File: src/design/rrr_pkg.sv
`timescale 1ns / 1ps
// ----------------------------------------------------------------------------
// rrr_pkg: shared types, constants and arithmetic helpers
// Fixed-point helpers, pipeline stage map and the per-stage item record for
// the reflect/refract secondary-ray pipeline.
// ----------------------------------------------------------------------------
package rrr_pkg;

   localparam int FRAC_BITS = 16;

   // Reciprocal divider: 18 quotient bits, 3 per stage
   localparam int DIV_BITS   = 18;
   localparam int DIV_STEPS  = 3;
   localparam int DIV_STAGES = DIV_BITS / DIV_STEPS;

   // Square root: 24 result digits (top ones zero), 3 per stage
   localparam int SQRT_DIGITS = 24;
   localparam int SQRT_STEPS  = 3;
   localparam int SQRT_STAGES = SQRT_DIGITS / SQRT_STEPS;

   // Stage map
   localparam int ST_IN      = 0;
   localparam int ST_PROD    = 1;
   localparam int ST_COS     = 2;
   localparam int ST_SQR     = 3;
   localparam int ST_REFL    = 4;
   localparam int DIV_FIRST  = 1;
   localparam int ST_RATIO   = DIV_FIRST + DIV_STAGES;
   localparam int ST_MUL     = ST_RATIO + 1;
   localparam int ST_RND     = ST_MUL + 1;
   localparam int ST_TMUL    = ST_RND + 1;
   localparam int ST_CT2     = ST_TMUL + 1;
   localparam int SQRT_FIRST = ST_CT2 + 1;
   localparam int ST_COEF    = SQRT_FIRST + SQRT_STAGES;
   localparam int ST_NMUL    = ST_COEF + 1;
   localparam int ST_OUT     = ST_NMUL + 1;
   localparam int NUM_STAGES = ST_OUT + 1;

   localparam logic [15:0] EPS_RESET = 16'd7;
   localparam logic signed [63:0] ONE_FX = 64'sd1 <<< FRAC_BITS;
   localparam logic [18:0] RATIO_MAX = 19'(4 << FRAC_BITS);
   // 2^(2F) / k reaches the 4.0 clamp exactly at this index and below
   localparam logic [17:0] K_CLAMP = 18'(1 << (2 * FRAC_BITS - DIV_BITS));
   // Partial remainder after the bits above the quotient field
   localparam logic [17:0] DIV_R0 = 18'(1 << (2 * FRAC_BITS - DIV_BITS));

   localparam logic signed [63:0] SAT32_HI = 64'sd2147483647;
   localparam logic signed [63:0] SAT32_LO = -64'sd2147483648;
   localparam logic signed [63:0] SAT20_HI = 64'sd524287;
   localparam logic signed [63:0] SAT20_LO = -64'sd524288;

   typedef struct packed {
      logic [17:0] r;
      logic [17:0] q;
   } div_type;

   typedef struct packed {
      logic [25:0] rem;
      logic [23:0] root;
   } sqrt_type;

   // One item as it moves down the pipe; fields fill in as stages compute them
   typedef struct packed {
      logic             mode;
      logic             front;
      logic [17:0]      k;
      logic [2:0][31:0] pt;
      logic [2:0][17:0] nv;
      logic [2:0][17:0] iv;
      logic [2:0][35:0] ni;
      logic [20:0]      cos_i;
      logic [41:0]      cc;
      logic [2:0][38:0] rp;
      logic [2:0][35:0] ep;
      logic [24:0]      om;
      logic [2:0][32:0] ro;
      logic [2:0][32:0] fo;
      logic [2:0][23:0] rd;
      div_type          div;
      logic [18:0]      ratio;
      logic [37:0]      n2p;
      logic [40:0]      rcp;
      logic [2:0][37:0] irp;
      logic [20:0]      n2;
      logic [22:0]      rc;
      logic [2:0][20:0] id;
      logic [46:0]      tp;
      logic [29:0]      ct2;
      logic             gt;
      sqrt_type         sq;
      logic [23:0]      coef;
      logic [2:0][41:0] nc;
      logic [2:0][31:0] o;
      logic [2:0][19:0] d;
      logic             tir;
   } item_type;

   typedef struct packed {
      logic [NUM_STAGES-1:0] load;
      logic [NUM_STAGES-1:0] valid;
   } flow_type;

   // floor(v / 2^F + 1/2)
   function automatic logic signed [63:0] rnd(input logic signed [63:0] v);
      return (v + (64'sd1 <<< (FRAC_BITS - 1))) >>> FRAC_BITS;
   endfunction

   function automatic logic [31:0] sat32(input logic signed [63:0] v);
      logic [31:0] r;
      if (v > SAT32_HI) r = SAT32_HI[31:0];
      else if (v < SAT32_LO) r = SAT32_LO[31:0];
      else r = v[31:0];
      return r;
   endfunction

   function automatic logic [19:0] sat20(input logic signed [63:0] v);
      logic [19:0] r;
      if (v > SAT20_HI) r = SAT20_HI[19:0];
      else if (v < SAT20_LO) r = SAT20_LO[19:0];
      else r = v[19:0];
      return r;
   endfunction

   // Restoring division, DIV_STEPS quotient bits
   function automatic div_type div_step(input div_type cur, input logic [17:0] k,
                                        input logic [DIV_STEPS-1:0] bits);
      div_type     nxt;
      logic [18:0] rr;
      nxt = cur;
      for (int b = DIV_STEPS - 1; b >= 0; b--) begin
         rr = {nxt.r, bits[b]};
         if (rr >= {1'b0, k}) begin
            rr    = rr - {1'b0, k};
            nxt.q = {nxt.q[16:0], 1'b1};
         end else begin
            nxt.q = {nxt.q[16:0], 1'b0};
         end
         nxt.r = rr[17:0];
      end
      return nxt;
   endfunction

   // Digit-by-digit integer square root, SQRT_STEPS digits of two bits
   function automatic sqrt_type sqrt_step(input sqrt_type cur,
                                          input logic [2*SQRT_STEPS-1:0] digs);
      sqrt_type    nxt;
      logic [27:0] sh;
      logic [27:0] trial;
      nxt = cur;
      for (int b = SQRT_STEPS - 1; b >= 0; b--) begin
         sh    = {nxt.rem, digs[2*b+1 -: 2]};
         trial = {2'b00, nxt.root, 2'b01};
         if (sh >= trial) begin
            sh       = sh - trial;
            nxt.root = {nxt.root[22:0], 1'b1};
         end else begin
            nxt.root = {nxt.root[22:0], 1'b0};
         end
         nxt.rem = sh[25:0];
      end
      return nxt;
   endfunction

endpackage

File: src/design/rrr_flow.sv
`timescale 1ns / 1ps
// ----------------------------------------------------------------------------
// rrr_flow: pipeline valid bits and stage load enables
// A stage loads when it is empty or the stage after it moves, so bubbles
// collapse under a stall and no beat is dropped or repeated.
// ----------------------------------------------------------------------------
module rrr_flow (
   input  logic               clock,
   input  logic               reset,
   input  logic               req_valid,
   input  logic               rsp_stall,
   output rrr_pkg::flow_type  flow
);
   import rrr_pkg::*;

   logic [NUM_STAGES-1:0] valid_ff;
   logic [NUM_STAGES-1:0] valid_in;
   logic [NUM_STAGES-1:0] load;

   // Load chain from the output back to the input
   always_comb begin
      load[NUM_STAGES-1] = !valid_ff[NUM_STAGES-1] || !rsp_stall;
      for (int i = NUM_STAGES - 2; i >= 0; i--) begin
         load[i] = !valid_ff[i] || load[i+1];
      end
   end

   // Valid bits follow their data
   always_comb begin
      valid_in[0] = load[0] ? req_valid : valid_ff[0];
      for (int i = 1; i < NUM_STAGES; i++) begin
         valid_in[i] = load[i] ? valid_ff[i-1] : valid_ff[i];
      end
   end

   always_ff @(posedge clock) begin
      if (reset) begin
         valid_ff <= '0;
      end else begin
         valid_ff <= valid_in;
      end
   end

   assign flow.load  = load;
   assign flow.valid = valid_ff;

endmodule

File: config.mk
export PLATFORM = sky130hd
export DESIGN_NAME = rrr_flow
export DESIGN_NICKNAME = d
export VERILOG_FILES = /design/src/design/rrr_pkg.sv /design/src/design/rrr_flow.sv
export SDC_FILE = /design/constraint.sdc
export NUM_CORES = 1
export LEC_CHECK = 0
export ABC_CLOCK_PERIOD_IN_PS = 1700
export BUFFER_PORTS_ARGS = -buffer_cell sky130_fd_sc_hd__buf_2
export CAP_MARGIN = 15
export CORE_UTILIZATION = 39
export CTS_BUF_LIST = sky130_fd_sc_hd__clkbuf_8 sky130_fd_sc_hd__clkbuf_16
export DETAILED_ROUTE_END_ITERATION = 8
export HOLD_SLACK_MARGIN = 0.05
export MAX_ROUTING_LAYER = met4
export PLACE_DENSITY_LB_ADDON = 0.3
export SETUP_SLACK_MARGIN = 0.05
export SLEW_MARGIN = 30
export SYNTH_ARGS = -nofsm -noshare
export SYNTH_HDL_FRONTEND = slang
export SYNTH_SLANG_ARGS = --single-unit
File: constraint.sdc
create_clock -name clock -period 1.7 [get_ports clock]
set_clock_uncertainty 0.15 [all_clocks]
set_input_delay 0.51 -clock clock [delete_from_list [all_inputs] [get_ports clock]]
set_output_delay 0.51 -clock clock [all_outputs]
set_load 0.03 [all_outputs]
### Word-level counts from Yosys, hierarchy flattened

Index checks and enable logic that the tools add are counted.

* reduce and logical (&&, ||, !) cells: 47

Operators by type and width (number)
* zero test 1 bit: 24
* logical OR 1 bit: 23

* register bits after elaboration: 23
* bits of input ports: 4
* output and inout port bits: 46
* word-level logic and storage cells: 70

### Depth between registers and ports, before layout

Gate-level depths: netlist (run 1).

* depth after elaboration: 24
* depth in mapped cells: 5
* depth with buffers taken out: 4

### Worst setup path after synthesis (run 1)

OpenSTA, ideal clock, no wires.

* kind: register to output
* start: register valid_ff[22]
* end: output flow[41] in the netlist's numbering
* slack: -0.495 ns
* stages on the path, launching flop included: 4
* arrival time: 1.535 ns
* buffers on the path: 0
* required time: 1.040 ns
* cells stage by stage: dfxtp_1 > nand3_1 > nor2_1 > nand3_1

RTL lines
* from (decl): line rrr_flow.sv:16 `logic [NUM_STAGES-1:0] valid_ff;`
* from (signal assigned): line rrr_flow.sv:40 `valid_ff <= valid_in;`
* to (decl): line rrr_flow.sv:12 `output rrr_pkg::flow_type flow`

==> results.txt, run 1 <==
- Outcome: complete, but fails checks
* Failing checks: setup timing
- At the end of routability-driven placement, the weighted congestion stood at 0.788.
* Sum of negative setup slack: -7.93 ns
- Setup repair after global routing could not meet its margin everywhere.
- Post-synth design cell area: just over 900 um2
* Clock Pin Slew Worst Setup and Hold Paths: approximately 0.080 ns
- In this run the count of I/O pins placed on the die edge is 50.
- Vertical extent of the die: ~50 um
* Total of warnings raised by yosys: 0
* Worst setup margin: -0.490 ns
- After detailed routing, the total wire length is 3.90 mm.
- Syn-to-layout area delta: 123%
* Worst hold path type: in -> reg
* Number of synthesized register bits: 23
* Start of the worst register-to-register path: valid_ff[22]$_SDFFE_PP0P_
- TritonCTS clock tree: built
- Along the worst path, the maximum fanout reaches 7.
- Relative slew margins: 0.685
- In this run, distinct cell masters in the synthesized netlist total 18.
- CTS placed an instance of clkbuf_8 at the clock tree root.
- The slowest stage of the critical path is the dfxtp_4 cell.
* Pleak: a little under 1 nW
- Of the cells placed in the final design, the portion with a size suffix greater than 1 is 0.739.
* Maximum level of the CTS H-tree: 1
- Crit. End Element: output port
- The worst-case IR drop observed on VDD is 562 uV.
- Launching element type of the critical path: flop
* Post-detailed-placement half-perimeter wirelength: 2.02 mm
- Largest register FFs: 23
* Final critical delay including setup and external delays: about 2.2 ns
- Worst setup path startpoint: valid_ff[22]$_SDFFE_PP0P_
- The largest registers in the layout are valid_ff (23).
- The count of pins over their slew limit came to 0.
* Area of the core: ~2200 um2
* Power per cell area: about 440 nW/um2
- Averaged over all synthesized cells, the footprint is between 8 and 9 um2.
- Number of antenna violations at the first check in global routing: 0
- Dominant cells by area after synthesis: dfxtp_1, a21oi_1, inv_1
- The worst hold path begins at req_valid.
- The floorplan step set the die width to 50.8 um.
* Number of nets in the layout: 212
* Avg Vias per Cell: 5.16
- The detail route stage leaves a number of antenna-violating nets equal to 0.
- Global routing finished with a remaining overflow of 0.
- Arrival time at the worst endpoint: between 1.5 and 2 ns
* Number of fill cells in the layout: 94
- Count of input and output buffers: 49
- Walking the worst path, the cells encountered are nand4_4 -> buf_12 -> nor2_4 -> buf_12 -> nand3_1 -> buf_6.
- Count of TritonRoute iterations in the first routing pass: 4
- For the pin with the worst max-slew slack, the measured transition is 0.472 ns.
* Routed via count: 1213
- Of the post-synthesis cell area, the dominant cell type holds 0.497.
- Most common cell type on the critical path: buf_12
- Number of inserted diodes: 0
- Hold Violations, Final: 0
- Largest stage delay on the critical path: 0.37 ns
- Pin count of the biggest net entering global routing: 24
* Post-cts hold buffer count: 0
- At the later pin of the worst-skew pair, clock insertion delay measures about 0.26 ns.
- The floorplan step defined a die boundary enclosing 2580 um2.
- Setup violations remaining at the end of the flow were counted as 22.
- Critical Setup Path Class: reg -> out
* Total CTS buffers: 3
- Total GRT Usage: 0.326
- DRC: 0
* WL per Instance: approximately 17 um
- After the first detailed-routing iteration, the DRC count stood at 25.
- Total nets after synthesis: 113
- Largest area contributor in the netlist: dfxtp_1
- Sequential share of the synthesized area: 0.497
* Via count of the first global-routing pass: 1243
- Max Fclk: 0.457 GHz
* MaxCap Viol Count: 0
- Largest Register: valid_ff
- Synthesis handed over a netlist of 109 instances.
- Measured on the finished design, the core utilization comes to 0.924.
- Final worst-path cycle share: 1.29
- The first global-routing pass estimated 5.98 mm of wire.
- The initial utilization of the core area, before any placement, comes to 0.415.
* Std-Cell Rows: 17
- The clock net in this run drives a total of 23 sinks.
- Data required, critical path: roughly 1.0 ns
- The clock passes through at most 2 buffers.
[power by group]
part / switching, W / internal [W] / total, W / leakage (nW)
clock: 0.000174 / 0.000161 / 0.000335 / 0.0269
combinational: 0.0000263 / 0.0000106 / 0.0000368 / 0.745
sequential: 0.00000295 / 0.000527 / 0.000530 / 0.199
[cell usage in the layout (no fill, tap or decap), types with 3 or more instances in the layout]
master and n:
inv_1 14, buf_12 4, inv_2 4, buf_6 30, buf_2 19, a21oi_2 4, dfxtp_4 9, nand4_1 3
clkbuf_8 3, dfxtp_1 3, nor2_1 12, nand3_4 9, buf_4 43, nand2_2 4, a21oi_1 16, dfxtp_2 11
[kinds of logic after synthesis]
kind of cell | synth area share
AO/OA/AOI/OAI | 0.112
buffers and inverters | 0.0891
flip-flops | 0.497
AND/OR/NAND/NOR | 0.302
[worst max-delay path: cells and delay by family, from the launching register on]
kind,cells,cell delay [ns]
flip-flops,1,0.37
buffers and inverters,3,0.48
AND/OR/NAND/NOR,3,0.40
[stage by stage]
step / worst slack (ns) / hold slack [ns] / area [um2] / std cells / power (W)
3_3_place_gp: -0.470 / 0.286 / 1610 / 216 / 0.000577
2_1_floorplan: -0.349 / 0.358 / 1060 / 109 / 0.000563
6_report: -0.490 / 0.319 / 2060 / 235 / 0.000902
3_5_place_dp: -0.497 / 0.308 / 1610 / 216 / 0.000579
5_1_grt: -0.552 / 0.304 / 2060 / 235 / 0.000942
4_1_cts: -0.454 / 0.319 / 2040 / 236 / 0.000905
[cell type report]
cell class	count	area (um2)	area share
timing repair buffer	97	843	0.409
multi-input combinational	65	562	0.272
sequential	23	508	0.246
inverter	18	70.1	0.0340
clock buffer	3	41.3	0.0200
tap	28	35.0	0.0170
clock inverter	1	3.75	0.00182
[layer usage]
layer	up-vias	track usage	wire length, um
li1	563	-	-
met1	578	0.345	1460
met2	66	0.609	2200
met3	6	0.0576	211
met4	0	0.0972	36
met5	-	-	0
[synthesized netlist by cell type]
cell,count
nand2_1,6
nor3_4,1
nor3_1,1
a21oi_2,1
buf_4,1
clkbuf_1,2
and3_1,2
nor4_4,1
a21oi_1,19
nand3_2,3
nand4_1,3
nand3_1,9
dfxtp_1,23
nor2_1,14
inv_1,18
nor3_2,1
nand4_2,3
and4_1,1
[worst paths after layout]
path	to	cells after the start	slack (ns)
worst min-delay path	valid_ff[0]$_SDFFE_PP0P_	3	0.32
worst max register to register	valid_ff[2]$_SDFFE_PP0P_	7	0.08
worst min register to register	valid_ff[4]$_SDFFE_PP0P_	2	0.33
worst max-delay path	flow[38]	6	-0.49
[timing repair]
action / in CTS / in global routing
endpoints found under the setup margin: 23 / 31
gates resized for setup: 69 / 25
setup buffers: 16 / 8
pin swaps: 15 / 10
gates cloned: 1 / 0
Power figures use the tool's default switching activity.
==> run 2: changes to the inputs <==
Settings changed: SKIP_CTS_REPAIR_TIMING from default to 1.
==> results.txt, run 2 (synthesized netlist as in run 1, its figures left out) <==
- Crit. End Element: output port
- Critical Setup Path Class: in -> out
- Launching element type of the critical path: input pin
* Total CTS buffers: 3
- Hold depth: 2
- Sum of negative setup slack: -7.67 ns
- Leaving out fill and tap cells, the most frequent cell in the layout is buf_4.
* I/O pin total: 50
- Number of placed cells counting well taps: 216
- Of the available clock period, the critical path in the final layout requires 1.29.
* ANT nets after route: 0
* DRC: 0
- CTS built an H-tree with a depth of 1.
- Worst setup margin: -0.499 ns
- Largest Register: valid_ff
- Layout cells sized above 1: 0.698
- Std-Cell Rows: 17
* Final Routed Wirelength: 2.96 mm
- CP Max Fanout: 7
- The die covers roughly 2600 um2.
- Area of the core: between 2000 and 2500 um2
* Number of antenna violations at the first check in global routing: 0
* TritonCTS Sinks: 23
* Count of TritonRoute iterations in the first routing pass: 4
- Actual slew at the worst max-slew pin: 0.434 ns
- Post-detailed-placement half-perimeter wirelength: just over 2 mm
- Leaving out fill and tap cells, the most frequent cells in the layout are buf_4, buf_2, buf_6, a21oi_1, inv_1.
- VDD IR-drop max: 466 uV
* Syn-to-layout area delta: 106%
* Vertical extent of the die: 50.8 um
- The run finished, with violations left.
* Buffer cell driving the clock tree root: clkbuf_8
* Starting utilization of the core area: 0.415
- In the final routed layout, each cell accounts on average for 13.0 um.
- Via count of the first global-routing pass: 961
- The checks that failed: setup timing.
* Start of the worst register-to-register path: valid_ff[14]$_SDFFE_PP0P_
- TritonCTS clock tree: built
- Data on the critical path arrives at its endpoint at 1.54 ns.
- Total GRT Usage: 0.221
- Max Fclk: about 0.45 GHz
- Final cell count without fillers: 227
* Number of nets in the layout: between 200 and 250
- Setup repair after global routing could not meet its margin everywhere.
- Counting cells, the worst reg-to-reg path comes to 6.
- Number of max-slew violations in the final report: 0
- Entering global routing, the biggest net connects 24 pins.
- Hold Violations, Final: 0
- FF-to-FF setup slack: 0.08 ns
- OpenSTA, run right after detailed placement, puts the worst setup slack at -0.497 ns.
* X dimension of the die: around 50 um
- For the finished layout, the period the worst path requires is 2.20 ns.
- HP Start: valid_ff[3]$_SDFFE_PP0P_
* Number of fill cells in the layout: ~130
- For the worst-skew pair, the clock arrives at the later sink with an insertion delay of 0.26 ns.
- Data on the critical path is required at its endpoint by 1.04 ns.
* Registers with the most flip-flops: valid_ff (23)
* Count of input and output buffers: 49
- MaxCap Viol Count: 0
* Power per cell area: ~470 nW/um2
- For hold timing, the worst endpoint is valid_ff[4]$_SDFFE_PP0P_.
* Relative slew margins: 0.711
* Placer congestion estimate: 0.788
* First-pass GRT wire length: between 4 and 5 mm
- The detailed router finished its first iteration with 8 violations.
* Worst hold path type: reg -> reg
- Setup-violating endpoint count in the final report: 22
- Worst reg2reg path endpoint: valid_ff[5]$_SDFFE_PP0P_
- The clock passes through at most 2 buffers.
- Clock-pin slew was measured on the worst setup and hold paths at approximately 0.08 ns.
* Grt total ovfl: 0
- The register with the most flip-flops in the layout has 23 of them.
- The design draws 0.000893 W.
- The repair_antennas step left the layout with diodes totalling 0.
- Avg Vias per Cell: 4.83
- Routed via count: between 1000 and 1500
* Pleak: between 0.8 and 0.9 nW
-- run 2: cell types whose count changed in the layout (fill, tap and decap cells not counted), moves of 2 or more --
| cell | previous run | this run |
|---|---|---|
| buf_4 | 43 | 39 |
| a21oi_1 | 16 | 19 |
| a21oi_2 | 4 | 1 |
| nand3_4 | 9 | 6 |
| buf_6 | 30 | 21 |
| buf_2 | 19 | 25 |
| inv_1 | 14 | 16 |
| inv_2 | 4 | 2 |
| nand3_2 | 1 | 4 |
-- run 2: worst max path at each step --
stage	from	end	slack [ns]	cells after the start
global route	valid_ff[18]$_SDFFE_PP0P_	flow[28]	-0.58	6
CTS	valid_ff[18]$_SDFFE_PP0P_	flow[31]	-0.50	5
floorplan	valid_ff[10]$_SDFFE_PP0P_	flow[25]	-0.35	3
finish	rsp_stall	flow[28]	-0.50	7
detailed placement	rsp_stall	flow[31]	-0.50	6
global placement	rsp_stall	flow[31]	-0.47	6
-- run 2: layout make-up --
class | count | area [um2] | share of cell area
Clock buffer | 3 | 41.3 | 0.0216
Clock inverter | 1 | 3.75 | 0.00197
Inverter | 18 | 70.1 | 0.0367
Multi-Input combinational cell | 65 | 514 | 0.269
Sequential cell | 23 | 505 | 0.265
Tap cell | 28 | 35.0 | 0.0183
Timing Repair Buffer | 89 | 739 | 0.387
-- run 2: where the power goes --
group / leakage [nW] / switching (W) / internal [W]
Sequential: 0.198 / 0.00000253 / 0.000529
Clock: 0.0269 / 0.000168 / 0.000161
Combinational: 0.663 / 0.0000241 / 0.00000883
-- run 2: metal layers --
metal  wire [um]  share of wire  track usage
met5           0              0            -
met4          22         0.0074       0.0833
met1        1230           0.42        0.252
met2        1600           0.54        0.384
met3          98          0.033       0.0394
-- run 2: stage by stage --
step / hold slack [ns] / utilization / cell area (um2)
final: 0.315 / 0.855 / 1910
after global routing: 0.318 / 0.855 / 1910
after CTS: 0.319 / 0.739 / 1650
after detailed placement: 0.308 / 0.719 / 1610
after global placement: 0.286 / 0.719 / 1610
after floorplan: 0.358 / - / 1060
-- run 2: critical path: stages --
cell and delay, ns:
buf_2 0.11, nand4_4 0.14, buf_12 0.16, nor2_4 0.13, buf_12 0.14, nand4_1 0.15, buf_6 0.19
